## src/hdl/bdt_pkg.sv

```systemverilog
// Shared types and constants for the byte order mark detector / UTF-16 transcoder.
// Used by every module of the block; depends on nothing.
package bdt_pkg;

   localparam logic [2:0] ENC_UTF8   = 3'd0;
   localparam logic [2:0] ENC_U16LE  = 3'd1;
   localparam logic [2:0] ENC_U16BE  = 3'd2;
   localparam logic [2:0] ENC_U32LE  = 3'd3;
   localparam logic [2:0] ENC_U32BE  = 3'd4;

   localparam logic [2:0] ERR_NONE     = 3'd0;
   localparam logic [2:0] ERR_UTF8     = 3'd1;
   localparam logic [2:0] ERR_ODD16    = 3'd2;
   localparam logic [2:0] ERR_PAIR     = 3'd3;
   localparam logic [2:0] ERR_LONE_LOW = 3'd4;
   localparam logic [2:0] ERR_COUNT32  = 3'd5;
   localparam logic [2:0] ERR_CODEPT   = 3'd6;

   localparam int QDEPTH = 4;
   localparam int QPTRW  = $clog2(QDEPTH);

   typedef struct packed {
      logic [7:0] data_byte;
      logic       byte_valid;
      logic       end_of_file;
      logic [2:0] encoding;
   } op_type;

   typedef struct packed {
      logic [15:0] code_unit;
      logic        unit_valid;
      logic [2:0]  detected_encoding;
      logic [2:0]  error_code;
      logic        last_of_file;
   } rsp_type;

   typedef enum logic [1:0] {
      FS_DETECT,
      FS_REPLAY,
      FS_PASS
   } front_state_type;

endpackage

```

## src/hdl/bdt_op_queue.sv

```systemverilog
// Short word queue between the front end and the decoder.
// Depends on bdt_pkg.
module bdt_op_queue import bdt_pkg::*; (
   input  logic   clock,
   input  logic   reset,
   input  logic   wr_en,
   input  op_type wr_word,
   output logic   q_full,
   input  logic   rd_en,
   output op_type rd_word,
   output logic   q_empty
);

   op_type              mem_ff [QDEPTH];
   logic [QPTRW-1:0]    wr_ptr_ff, rd_ptr_ff;
   logic [QPTRW:0]      count_ff, count_in;

   assign q_full  = (count_ff == (QPTRW+1)'(QDEPTH));
   assign q_empty = (count_ff == '0);
   assign rd_word = mem_ff[rd_ptr_ff];

   always_comb begin
      count_in = count_ff;
      if (wr_en && !rd_en) count_in = count_ff + 1'b1;
      if (rd_en && !wr_en) count_in = count_ff - 1'b1;
   end

   always_ff @(posedge clock) begin
      if (wr_en) mem_ff[wr_ptr_ff] <= wr_word;
      if (reset) begin
         wr_ptr_ff <= '0;
         rd_ptr_ff <= '0;
         count_ff  <= '0;
      end else begin
         if (wr_en) wr_ptr_ff <= wr_ptr_ff + 1'b1;
         if (rd_en) rd_ptr_ff <= rd_ptr_ff + 1'b1;
         count_ff <= count_in;
      end
   end

endmodule

```

## src/hdl/bdt_rsp_queue.sv

```systemverilog
// Result queue at the output; the oldest word is shown while not empty.
// Depends on bdt_pkg.
module bdt_rsp_queue import bdt_pkg::*; (
   input  logic    clock,
   input  logic    reset,
   input  logic    wr_en,
   input  rsp_type wr_word,
   output logic    q_full,
   input  logic    rd_en,
   output rsp_type rd_word,
   output logic    q_empty
);

   rsp_type             mem_ff [QDEPTH];
   logic [QPTRW-1:0]    wr_ptr_ff, rd_ptr_ff;
   logic [QPTRW:0]      count_ff, count_in;

   assign q_full  = (count_ff == (QPTRW+1)'(QDEPTH));
   assign q_empty = (count_ff == '0);
   assign rd_word = mem_ff[rd_ptr_ff];

   always_comb begin
      count_in = count_ff;
      if (wr_en && !rd_en) count_in = count_ff + 1'b1;
      if (rd_en && !wr_en) count_in = count_ff - 1'b1;
   end

   always_ff @(posedge clock) begin
      if (wr_en) mem_ff[wr_ptr_ff] <= wr_word;
      if (reset) begin
         wr_ptr_ff <= '0;
         rd_ptr_ff <= '0;
         count_ff  <= '0;
      end else begin
         if (wr_en) wr_ptr_ff <= wr_ptr_ff + 1'b1;
         if (rd_en) rd_ptr_ff <= rd_ptr_ff + 1'b1;
         count_ff <= count_in;
      end
   end

endmodule

```

## src/hdl/bdt_front.sv

```systemverilog
// Front end: holds leading bytes, detects the byte order mark, replays
// held bytes and passes later bytes to the op queue. Depends on bdt_pkg.
module bdt_front import bdt_pkg::*; (
   input  logic       clock,
   input  logic       reset,
   input  logic [7:0] in_byte,
   input  logic       in_byte_valid,
   input  logic       in_eof,
   input  logic       in_push,
   output logic       in_full,
   output logic       op_push,
   output op_type     op_word,
   input  logic       op_full
);

   front_state_type state_ff, state_in;
   logic [7:0] look_ff [4];
   logic [7:0] look_in [4];
   logic [2:0] cnt_ff, cnt_in;
   logic [2:0] enc_ff, enc_in;
   logic [1:0] idx_ff, idx_in;
   logic       eof_ff, eof_in;
   logic       accept;
   logic [2:0] dec_enc;
   logic [2:0] mark_len;
   logic       rep_last;

   assign in_full = (state_ff == FS_REPLAY) || op_full;
   assign accept  = in_push && !in_full;
   assign rep_last = ({1'b0, idx_ff} == (cnt_ff - 3'd1));

   always_comb begin
      state_in = state_ff;
      look_in  = look_ff;
      cnt_in   = cnt_ff;
      enc_in   = enc_ff;
      idx_in   = idx_ff;
      eof_in   = eof_ff;
      op_push  = 1'b0;
      op_word  = '{data_byte: in_byte, byte_valid: in_byte_valid,
                   end_of_file: in_eof, encoding: enc_ff};
      dec_enc  = ENC_UTF8;
      mark_len = 3'd0;
      case (state_ff)
         FS_DETECT: begin
            if (accept) begin
               if (in_byte_valid) begin
                  look_in[cnt_ff[1:0]] = in_byte;
                  cnt_in = cnt_ff + 3'd1;
               end
               if (cnt_in == 3'd4 || in_eof) begin
                  if (cnt_in >= 3'd3 && look_in[0] == 8'hEF && look_in[1] == 8'hBB &&
                      look_in[2] == 8'hBF) begin
                     dec_enc = ENC_UTF8;  mark_len = 3'd3;
                  end else if (cnt_in == 3'd4 && look_in[0] == 8'hFF &&
                               look_in[1] == 8'hFE && look_in[2] == 8'h00 &&
                               look_in[3] == 8'h00) begin
                     dec_enc = ENC_U32LE; mark_len = 3'd4;
                  end else if (cnt_in == 3'd4 && look_in[0] == 8'h00 &&
                               look_in[1] == 8'h00 && look_in[2] == 8'hFE &&
                               look_in[3] == 8'hFF) begin
                     dec_enc = ENC_U32BE; mark_len = 3'd4;
                  end else if (cnt_in >= 3'd2 && look_in[0] == 8'hFF &&
                               look_in[1] == 8'hFE) begin
                     dec_enc = ENC_U16LE; mark_len = 3'd2;
                  end else if (cnt_in >= 3'd2 && look_in[0] == 8'hFE &&
                               look_in[1] == 8'hFF) begin
                     dec_enc = ENC_U16BE; mark_len = 3'd2;
                  end
                  enc_in = dec_enc;
                  if (mark_len < cnt_in) begin
                     state_in = FS_REPLAY;
                     idx_in   = mark_len[1:0];
                     eof_in   = in_eof;
                  end else if (in_eof) begin
                     op_push  = 1'b1;
                     op_word  = '{data_byte: 8'h00, byte_valid: 1'b0,
                                  end_of_file: 1'b1, encoding: dec_enc};
                     cnt_in   = 3'd0;
                     enc_in   = ENC_UTF8;
                  end else begin
                     state_in = FS_PASS;
                  end
               end
            end
         end
         FS_REPLAY: begin
            if (!op_full) begin
               op_push = 1'b1;
               op_word = '{data_byte: look_ff[idx_ff], byte_valid: 1'b1,
                           end_of_file: eof_ff && rep_last, encoding: enc_ff};
               idx_in  = idx_ff + 2'd1;
               if (rep_last) begin
                  if (eof_ff) begin
                     state_in = FS_DETECT;
                     cnt_in   = 3'd0;
                     enc_in   = ENC_UTF8;
                  end else begin
                     state_in = FS_PASS;
                  end
               end
            end
         end
         FS_PASS: begin
            if (accept && (in_byte_valid || in_eof)) op_push = 1'b1;
            if (accept && in_eof) begin
               state_in = FS_DETECT;
               cnt_in   = 3'd0;
               enc_in   = ENC_UTF8;
            end
         end
         default: state_in = FS_DETECT;
      endcase
   end

   always_ff @(posedge clock) begin
      look_ff <= look_in;
      idx_ff  <= idx_in;
      eof_ff  <= eof_in;
      if (reset) begin
         state_ff <= FS_DETECT;
         cnt_ff   <= 3'd0;
         enc_ff   <= ENC_UTF8;
      end else begin
         state_ff <= state_in;
         cnt_ff   <= cnt_in;
         enc_ff   <= enc_in;
      end
   end

endmodule

```

## src/hdl/bdt_back.sv

```systemverilog
// Decoder: assembles code units per encoding, checks them and writes UTF-16
// result words, at most two per op word. Depends on bdt_pkg.
module bdt_back import bdt_pkg::*; (
   input  logic    clock,
   input  logic    reset,
   input  logic    op_valid,
   input  op_type  op_word,
   output logic    op_pop,
   output logic    rsp_push,
   output rsp_type rsp_word,
   input  logic    rsp_full
);

   logic [23:0] ub_ff, ub_in;
   logic [1:0]  ubc_ff, ubc_in;
   logic [15:0] pend_ff, pend_in;
   logic        pendv_ff, pendv_in;
   logic [20:0] acc_ff, acc_in;
   logic [1:0]  rem_ff, rem_in;
   logic [1:0]  len_ff, len_in;
   logic        drop_ff, drop_in;
   logic        second_ff, second_in;

   logic [2:0]  err;
   logic [1:0]  nu, nres;
   logic [15:0] u0, u1, u16;
   logic [20:0] cp;
   logic [20:0] vv;
   logic [31:0] cp32;
   logic        emit;
   logic [7:0]  b;
   logic [2:0]  enc;
   rsp_type     r0, r1;
   logic        step;

   assign b    = op_word.data_byte;
   assign enc  = op_word.encoding;
   assign step = op_valid && !rsp_full;

   always_comb begin
      ub_in = ub_ff;  ubc_in = ubc_ff;  pend_in = pend_ff;  pendv_in = pendv_ff;
      acc_in = acc_ff;  rem_in = rem_ff;  len_in = len_ff;
      err = ERR_NONE;  nu = 2'd0;  u0 = 16'h0;  u1 = 16'h0;
      cp = 21'h0;  emit = 1'b0;  u16 = 16'h0;  cp32 = 32'h0;
      if (op_word.byte_valid) begin
         case (enc)
            ENC_UTF8: begin
               if (rem_ff == 2'd0) begin
                  if (b < 8'h80) begin
                     u0 = {8'h00, b};  nu = 2'd1;
                  end else if (b inside {[8'hC2:8'hDF]}) begin
                     acc_in = {16'h0, b[4:0]};  rem_in = 2'd1;  len_in = 2'd1;
                  end else if (b inside {[8'hE0:8'hEF]}) begin
                     acc_in = {17'h0, b[3:0]};  rem_in = 2'd2;  len_in = 2'd2;
                  end else if (b inside {[8'hF0:8'hF4]}) begin
                     acc_in = {18'h0, b[2:0]};  rem_in = 2'd3;  len_in = 2'd3;
                  end else begin
                     err = ERR_UTF8;
                  end
               end else if (b[7:6] != 2'b10) begin
                  err = ERR_UTF8;
               end else if (rem_ff == len_ff &&
                            ((len_ff == 2'd2 && acc_ff == 21'h0 && b < 8'hA0) ||
                             (len_ff == 2'd2 && acc_ff == 21'hD && b > 8'h9F) ||
                             (len_ff == 2'd3 && acc_ff == 21'h0 && b < 8'h90) ||
                             (len_ff == 2'd3 && acc_ff == 21'h4 && b > 8'h8F))) begin
                  err = ERR_UTF8;
               end else begin
                  acc_in = {acc_ff[14:0], b[5:0]};
                  rem_in = rem_ff - 2'd1;
                  if (rem_in == 2'd0) begin
                     cp = acc_in;  emit = 1'b1;
                  end
               end
            end
            ENC_U16LE, ENC_U16BE: begin
               if (ubc_ff == 2'd0) begin
                  ub_in = {16'h0, b};  ubc_in = 2'd1;
               end else begin
                  u16 = (enc == ENC_U16LE) ? {b, ub_ff[7:0]} : {ub_ff[7:0], b};
                  ub_in = 24'h0;  ubc_in = 2'd0;
                  if (pendv_ff) begin
                     if (!(u16 inside {[16'hDC00:16'hDFFF]})) begin
                        err = ERR_PAIR;
                     end else begin
                        u0 = pend_ff;  u1 = u16;  nu = 2'd2;
                        pendv_in = 1'b0;  pend_in = 16'h0;
                     end
                  end else if (u16 inside {[16'hD800:16'hDBFF]}) begin
                     pend_in = u16;  pendv_in = 1'b1;
                  end else if (u16 inside {[16'hDC00:16'hDFFF]}) begin
                     err = ERR_LONE_LOW;
                  end else begin
                     u0 = u16;  nu = 2'd1;
                  end
               end
            end
            default: begin
               case (ubc_ff)
                  2'd0: begin ub_in = {16'h0, b};              ubc_in = 2'd1; end
                  2'd1: begin ub_in = {8'h0, b, ub_ff[7:0]};   ubc_in = 2'd2; end
                  2'd2: begin ub_in = {b, ub_ff[15:0]};        ubc_in = 2'd3; end
                  default: begin
                     cp32 = (enc == ENC_U32LE) ? {b, ub_ff} :
                            {ub_ff[7:0], ub_ff[15:8], ub_ff[23:16], b};
                     ub_in = 24'h0;  ubc_in = 2'd0;
                     if (cp32 > 32'h10FFFF || (cp32 inside {[32'hD800:32'hDFFF]})) begin
                        err = ERR_CODEPT;
                     end else begin
                        cp = cp32[20:0];  emit = 1'b1;
                     end
                  end
               endcase
            end
         endcase
      end
      vv = cp - 21'h10000;
      if (emit) begin
         if (cp < 21'h10000) begin
            u0 = cp[15:0];  nu = 2'd1;
         end else begin
            u0 = 16'hD800 + {6'h0, vv[19:10]};
            u1 = 16'hDC00 + {6'h0, vv[9:0]};
            nu = 2'd2;
         end
      end
      if (err == ERR_NONE && op_word.end_of_file) begin
         case (enc)
            ENC_UTF8: if (rem_in != 2'd0) err = ERR_UTF8;
            ENC_U16LE, ENC_U16BE: begin
               if (ubc_in != 2'd0) err = ERR_ODD16;
               else if (pendv_in) err = ERR_PAIR;
            end
            default: if (ubc_in != 2'd0) err = ERR_COUNT32;
         endcase
      end
   end

   always_comb begin
      r0 = '{code_unit: u0, unit_valid: 1'b1, detected_encoding: enc,
             error_code: ERR_NONE, last_of_file: 1'b0};
      r1 = '{code_unit: u1, unit_valid: 1'b1, detected_encoding: enc,
             error_code: ERR_NONE, last_of_file: op_word.end_of_file};
      nres = nu;
      if (err != ERR_NONE) begin
         r0 = '{code_unit: 16'h0, unit_valid: 1'b0, detected_encoding: enc,
                error_code: err, last_of_file: 1'b1};
         nres = 2'd1;
      end else if (op_word.end_of_file) begin
         if (nu == 2'd0) begin
            r0 = '{code_unit: 16'h0, unit_valid: 1'b0, detected_encoding: enc,
                   error_code: ERR_NONE, last_of_file: 1'b1};
            nres = 2'd1;
         end else if (nu == 2'd1) begin
            r0.last_of_file = 1'b1;
         end
      end
   end

   always_comb begin
      op_pop    = 1'b0;
      rsp_push  = 1'b0;
      rsp_word  = second_ff ? r1 : r0;
      second_in = second_ff;
      drop_in   = drop_ff;
      if (step) begin
         if (drop_ff) begin
            op_pop = 1'b1;
            if (op_word.end_of_file) drop_in = 1'b0;
         end else if (nres == 2'd2 && !second_ff) begin
            rsp_push  = 1'b1;
            second_in = 1'b1;
         end else begin
            rsp_push  = (nres != 2'd0);
            op_pop    = 1'b1;
            second_in = 1'b0;
            if (!op_word.end_of_file && err != ERR_NONE) drop_in = 1'b1;
         end
      end
   end

   always_ff @(posedge clock) begin
      if (reset) begin
         ub_ff <= '0;  ubc_ff <= '0;  pend_ff <= '0;  pendv_ff <= 1'b0;
         acc_ff <= '0;  rem_ff <= '0;  len_ff <= '0;
         drop_ff <= 1'b0;  second_ff <= 1'b0;
      end else begin
         second_ff <= second_in;
         drop_ff   <= drop_in;
         if (op_pop) begin
            if (op_word.end_of_file) begin
               ub_ff <= '0;  ubc_ff <= '0;  pend_ff <= '0;  pendv_ff <= 1'b0;
               acc_ff <= '0;  rem_ff <= '0;  len_ff <= '0;
            end else if (!drop_ff) begin
               ub_ff <= ub_in;  ubc_ff <= ubc_in;  pend_ff <= pend_in;
               pendv_ff <= pendv_in;  acc_ff <= acc_in;  rem_ff <= rem_in;
               len_ff <= len_in;
            end
         end
      end
   end

endmodule

```

## src/hdl/bom_detect_utf_to_utf16_transcoder.sv

```systemverilog
// Top level of the byte order mark detector and UTF-16 transcoder.
// Instantiates bdt_front, bdt_op_queue, bdt_back and bdt_rsp_queue; uses bdt_pkg.
//
// Input channel: one file byte per word (req_data_byte, req_byte_valid,
// req_end_of_file), taken when push is high and full is low. Result channel:
// one UTF-16 word per result, shown while empty is low, taken on pop.
// A byte is written to the op queue at the edge it is taken; the decoder reads it
// from there and writes its results to the result queue, which shows them.
// Bytes held for mark detection give results only once the mark is decided.
// Throughput is one byte per cycle while full is low. When the mark decision is
// made, held bytes (up to four) are replayed one per cycle with full high while
// the op queue has room; a byte that yields a surrogate pair holds the decoder
// until its two words are in the result queue, one per cycle while it has room.
// Bytes after an error are dropped up to the end of the file, with no result.
// Reset empties both queues and returns to mark detection at once.
// When the receiver stalls, the result queue fills, then the op queue, and
// full rises; nothing is lost.
module bom_detect_utf_to_utf16_transcoder import bdt_pkg::*; (
   input  logic        clock,
   input  logic        reset,
   input  logic [7:0]  req_data_byte,
   input  logic        req_byte_valid,
   input  logic        req_end_of_file,
   input  logic        push,
   output logic        full,
   output logic [15:0] rsp_code_unit,
   output logic        rsp_unit_valid,
   output logic [2:0]  rsp_detected_encoding,
   output logic [2:0]  rsp_error_code,
   output logic        rsp_last_of_file,
   output logic        empty,
   input  logic        pop
);

   logic    op_push, op_full, op_empty, op_pop;
   op_type  op_in_word, op_out_word;
   logic    rsp_push, rsp_full;
   rsp_type rsp_in_word, rsp_out_word;

   bdt_front u_front (
      .clock(clock), .reset(reset),
      .in_byte(req_data_byte), .in_byte_valid(req_byte_valid), .in_eof(req_end_of_file),
      .in_push(push), .in_full(full),
      .op_push(op_push), .op_word(op_in_word), .op_full(op_full)
   );

   bdt_op_queue u_op_queue (
      .clock(clock), .reset(reset),
      .wr_en(op_push), .wr_word(op_in_word), .q_full(op_full),
      .rd_en(op_pop), .rd_word(op_out_word), .q_empty(op_empty)
   );

   bdt_back u_back (
      .clock(clock), .reset(reset),
      .op_valid(!op_empty), .op_word(op_out_word), .op_pop(op_pop),
      .rsp_push(rsp_push), .rsp_word(rsp_in_word), .rsp_full(rsp_full)
   );

   bdt_rsp_queue u_rsp_queue (
      .clock(clock), .reset(reset),
      .wr_en(rsp_push), .wr_word(rsp_in_word), .q_full(rsp_full),
      .rd_en(pop && !empty), .rd_word(rsp_out_word), .q_empty(empty)
   );

   assign rsp_code_unit         = rsp_out_word.code_unit;
   assign rsp_unit_valid        = rsp_out_word.unit_valid;
   assign rsp_detected_encoding = rsp_out_word.detected_encoding;
   assign rsp_error_code        = rsp_out_word.error_code;
   assign rsp_last_of_file      = rsp_out_word.last_of_file;

endmodule

```

## config.mk

```make
export PLATFORM = sky130hd
export DESIGN_NAME = bom_detect_utf_to_utf16_transcoder
export DESIGN_NICKNAME = d
export VERILOG_FILES = /design/src/hdl/bdt_pkg.sv /design/src/hdl/bdt_op_queue.sv /design/src/hdl/bdt_rsp_queue.sv /design/src/hdl/bdt_front.sv /design/src/hdl/bdt_back.sv /design/src/hdl/bom_detect_utf_to_utf16_transcoder.sv
export SDC_FILE = /design/constraint.sdc
export NUM_CORES = 1
export LEC_CHECK = 0
export ABC_AREA = 0
export BUFFER_PORTS_ARGS = -buffer_cell sky130_fd_sc_hd__buf_2
export CORE_MARGIN = 2
export CORE_UTILIZATION = 35
export CTS_BUF_LIST = sky130_fd_sc_hd__clkbuf_2 sky130_fd_sc_hd__clkbuf_4 sky130_fd_sc_hd__clkbuf_8
export CTS_CLUSTER_DIAMETER = 100
export DETAILED_ROUTE_END_ITERATION = 8
export GPL_TIMING_DRIVEN = 1
export SLEW_MARGIN = 20
export SYNTH_ARGS = -nofsm -noshare
export SYNTH_HDL_FRONTEND = slang
export SYNTH_SLANG_ARGS = --single-unit
```

## constraint.sdc

```tcl
create_clock -name clock -period 9.74 [get_ports clock]
set_clock_uncertainty 0.2 [all_clocks]
set_input_delay 0.487 -clock clock [delete_from_list [all_inputs] [get_ports clock]]
set_output_delay 0.487 -clock clock [all_outputs]
set_load 0.03 [all_outputs]
```

==> results.json <==
{
  "status": "complete, no violations",
  "post-place-cells": 1820,
  "p_total_mw": 5.36,
  "clkPwrFrac": 0.197,
  "p_int_mw": 3.09,
  "routed_wl_um": 37800,
  "num_rows": 75,
  "routed_via_density": 5.54,
  "place_congestion": 0.924,
  "core_mm2": 0.0419,
  "r2r_end": "u_op_queue.count_ff[2]",
  "ys_async_sr_fraction": 0,
  "cts.sinks": 279,
  "p_comb_frac": 0.458,
  "max-slew-margin-rel": 0.247,
  "critPathLaunchType": "flop",
  "min_to": "u_front.look_ff[0]",
  "holdWs_ns": 0.102,
  "die_area_mm2": 0.0441,
  "die_w_um": 210,
  "final_util": 0.392,
  "p_sw_mw": 2.26,
  "grt_antenna_before_repair": 0,
  "rrSetupSlack_ns": 3.45,
  "maxCapViolCount": 0,
  "cp.required_ns": 10.04,
  "cp.arrival_ns": 6.59,
  "ir_worst_vdd_v": 0.000132,
  "r2r_cells": 16,
  "drt_pre_antenna_iters": 6,
  "p_sw_frac": 0.423,
  "netlist_area_mm2": 0.0149,
  "dp_hpwl_um": 26000,
  "final_antenna_net_count": 0,
  "cp-end-kind": "flop",
  "post-route-min-period_ns": 6.29,
  "tns_ns": 0,
  "rsz0062_at_grt": "false",
  "yosysWarnings": 0,
  "cts-root-buf": "clkbuf_8",
  "wire_per_inst_um": 19.9,
  "worstHoldPathType": "primary input to flop",
  "ios": 40,
  "drv_slew": 0,
  "power_frac_seq": 0.345,
  "drtIter0Drc": 948,
  "critPathMaxFanout": 28,
  "via_count": 10500,
  "grt_pass1_wl_um": 59700,
  "clk_latency_ns": 0.61,
  "drive_above_1_share": 0.171,
  "power.density_mw_per_mm2": 326,
  "clk_path_buf_depth": 3,
  "grt_pass1_vias": 10600,
  "synth.avg_cell_area_um2": 11.4,
  "whs_path_depth": 3,
  "path_class": "flop to flop",
  "p_leak_nw": 5.76,
  "num_antenna_cells": 0,
  "synth_fp_nets": 1348,
  "cts_buffers": 47,
  "min_from": "req_data_byte[0]",
  "yosysUniqueCellTypes": 88,
  "grt-ovfl-total": 0,
  "grt_max_degree": 56,
  "area_growth_pct": 10.5,
  "nNetsFinal": 1375,
  "path_clk_slew_ns": 0.06,
  "drc": 0,
  "ys_ff_latch": 279,
  "synth_ff_type": "edfxtp_1",
  "die-height_um": 210,
  "synth_cells": 1304,
  "final_cells": 1904,
  "cts_tree": "built",
  "start_util": 0.354,
  "synth_edf_count": 183,
  "fmax_mhz": 159,
  "hold_violations": 0,
  "port_buffers": 39,
  "setup_viol": 0,
  "ys_seq_area_frac": 0.499,
  "cts_htree_levels": 2,
  "fin_crit_sh": 0.645,
  "grtUsageTotal": 0.172,
  "tightest_slew_ns": 1.12,
  "cts_setup_buffers": 0
}
-- synthesized netlist by cell type, types with 5 or more instances --
master / n / share of area
nand2b_1: 67 / 0.028
a31oi_1: 8 / 0.0034
o21a_1: 6 / 0.0030
a22oi_1: 11 / 0.0056
mux2i_1: 90 / 0.061
or3_1: 19 / 0.0080
a21oi_1: 61 / 0.021
edfxtp_1: 183 / 0.37
a21o_1: 5 / 0.0025
or4_1: 12 / 0.0061
o31ai_1: 11 / 0.0056
xnor2_1: 9 / 0.0053
mux2_2: 31 / 0.023
xor2_1: 12 / 0.0071
dfxtp_1: 96 / 0.13
o31a_1: 5 / 0.0029
nand4_1: 6 / 0.0025
o22ai_1: 17 / 0.0072
and3_1: 6 / 0.0025
nor3_1: 22 / 0.0074
o21ai_0: 38 / 0.013
and2_1: 17 / 0.0072
a211o_1: 5 / 0.0029
ha_1: 28 / 0.024
nand3b_1: 5 / 0.0025
inv_1: 44 / 0.011
buf_6: 6 / 0.0045
nor3b_1: 7 / 0.0035
mux4_2: 41 / 0.062
buf_1: 10 / 0.0025
nor2b_1: 9 / 0.0038
nor2_1: 70 / 0.018
buf_2: 13 / 0.0044
clkbuf_1: 44 / 0.011
nor4b_1: 6 / 0.0035
nand3_1: 27 / 0.0091
a211oi_1: 5 / 0.0025
nand2_1: 138 / 0.035
nor4_1: 14 / 0.0059
a22o_1: 12 / 0.0071
-- layout make-up --
| cell class | count | area, µm² |
|---|---|---|
| well taps | 539 | 674 |
| flip-flops and latches | 279 | 7420 |
| inverters | 45 | 169 |
| fillers | 4026 | 25500 |
| multi-input cells | 904 | 6900 |
| repair buffers | 54 | 310 |
| clock buffers | 69 | 850 |
| clock inverters | 14 | 104 |
-- critical path, cell delays in order (launching register included) --
cell and delay (ns):
dfxtp_1 0.89, mux4_2 0.77, nand2_1 0.48, a311o_1 0.51
nor3_1 0.30, and2_1 0.62, nand2b_1 0.19, buf_4 0.25
a211o_1 0.28, nor3_4 0.09, nor2_1 0.24, ha_1 0.23
inv_1 0.07, fa_1 0.43, xor2_1 0.16, or3_1 0.31
a21oi_1 0.16
-- how the worst max path moves through the flow --
stage,from,endpoint,slack [ns],cells after the start
after global placement,req_byte_valid,u_op_queue.count_ff[2],3.64,22
after CTS,flop,u_op_queue.count_ff[2],3.45,16
final,flop,u_op_queue.count_ff[2],3.45,16
after global routing,flop,u_op_queue.count_ff[2],2.93,16
after floorplan,u_front.cnt_ff[0],u_op_queue.count_ff[2],4.15,23
after detailed placement,flop,u_op_queue.count_ff[2],3.47,16
-- sequential cells by signal, indices dropped and copies added (netlist names), 3 cells and up, named ones only --
signal                flops
u_front.cnt_ff            3
u_op_queue.count_ff       3
u_front.enc_ff            3
u_back.pend_ff           16
u_back.ub_ff             24
u_rsp_queue.count_ff      3
u_back.acc_ff            21
u_front.look_ff          32
u_rsp_queue.mem_ff       96
u_op_queue.mem_ff        52
-- repair_timing --
action | 4_1_cts | 5_1_grt
hold buffers | 1 | 0
endpoints found under the hold margin | 1 | 0
gates resized for setup | 0 | 0
-- through the flow --
stage	setup WS, ns	area, µm²
floorplan	4.15	14900
global placement	3.64	15500
detailed placement	3.47	15500
CTS	3.45	16400
global route	2.93	16400
finish	3.45	16400
-- power groups by stage --
stage | clock network, mW | registers, mW | logic (mW)
final | 1.06 | 1.85 | 2.45
after global routing | 1.14 | 1.88 | 2.65
after CTS | 1.09 | 1.85 | 2.44
after detailed placement | 0 | 1.87 | 2.43
after global placement | 0 | 1.86 | 2.43
after floorplan | 0 | 1.74 | 1.95
-- cell families after synthesis --
group	after synthesis	synth area share
compound gates	232	0.109
flops	279	0.499
fa+ha+maj	30	0.0263
simple gates	453	0.162
buf+inv	121	0.0371
mux	168	0.155
xor+xnor	21	0.0124
-- routing by layer --
layer | vias to the layer above | global-route usage | share of wire
met2 | 333 | 0.287 | 0.48
li1 | 4958 | - | -
met1 | 5177 | 0.224 | 0.44
met5 | - | 0 | 0
met3 | 79 | 0.0274 | 0.054
met4 | 0 | 0.0670 | 0.028
-- cell usage in the layout (no fill, tap or decap), drive strengths merged, types with 18 or more instances in the layout --
cell type,count
edfxtp,183
nand2,139
dfxtp,96
mux2i,90
nor2,70
clkbuf,69
nand2b,67
a21oi,62
buf,53
inv,46
mux4,44
o21ai,41
mux2,34
ha,28
nand3,27
nor3,27
or3,20
o22ai,18
and2,18
(Power assumes the default switching activity.)
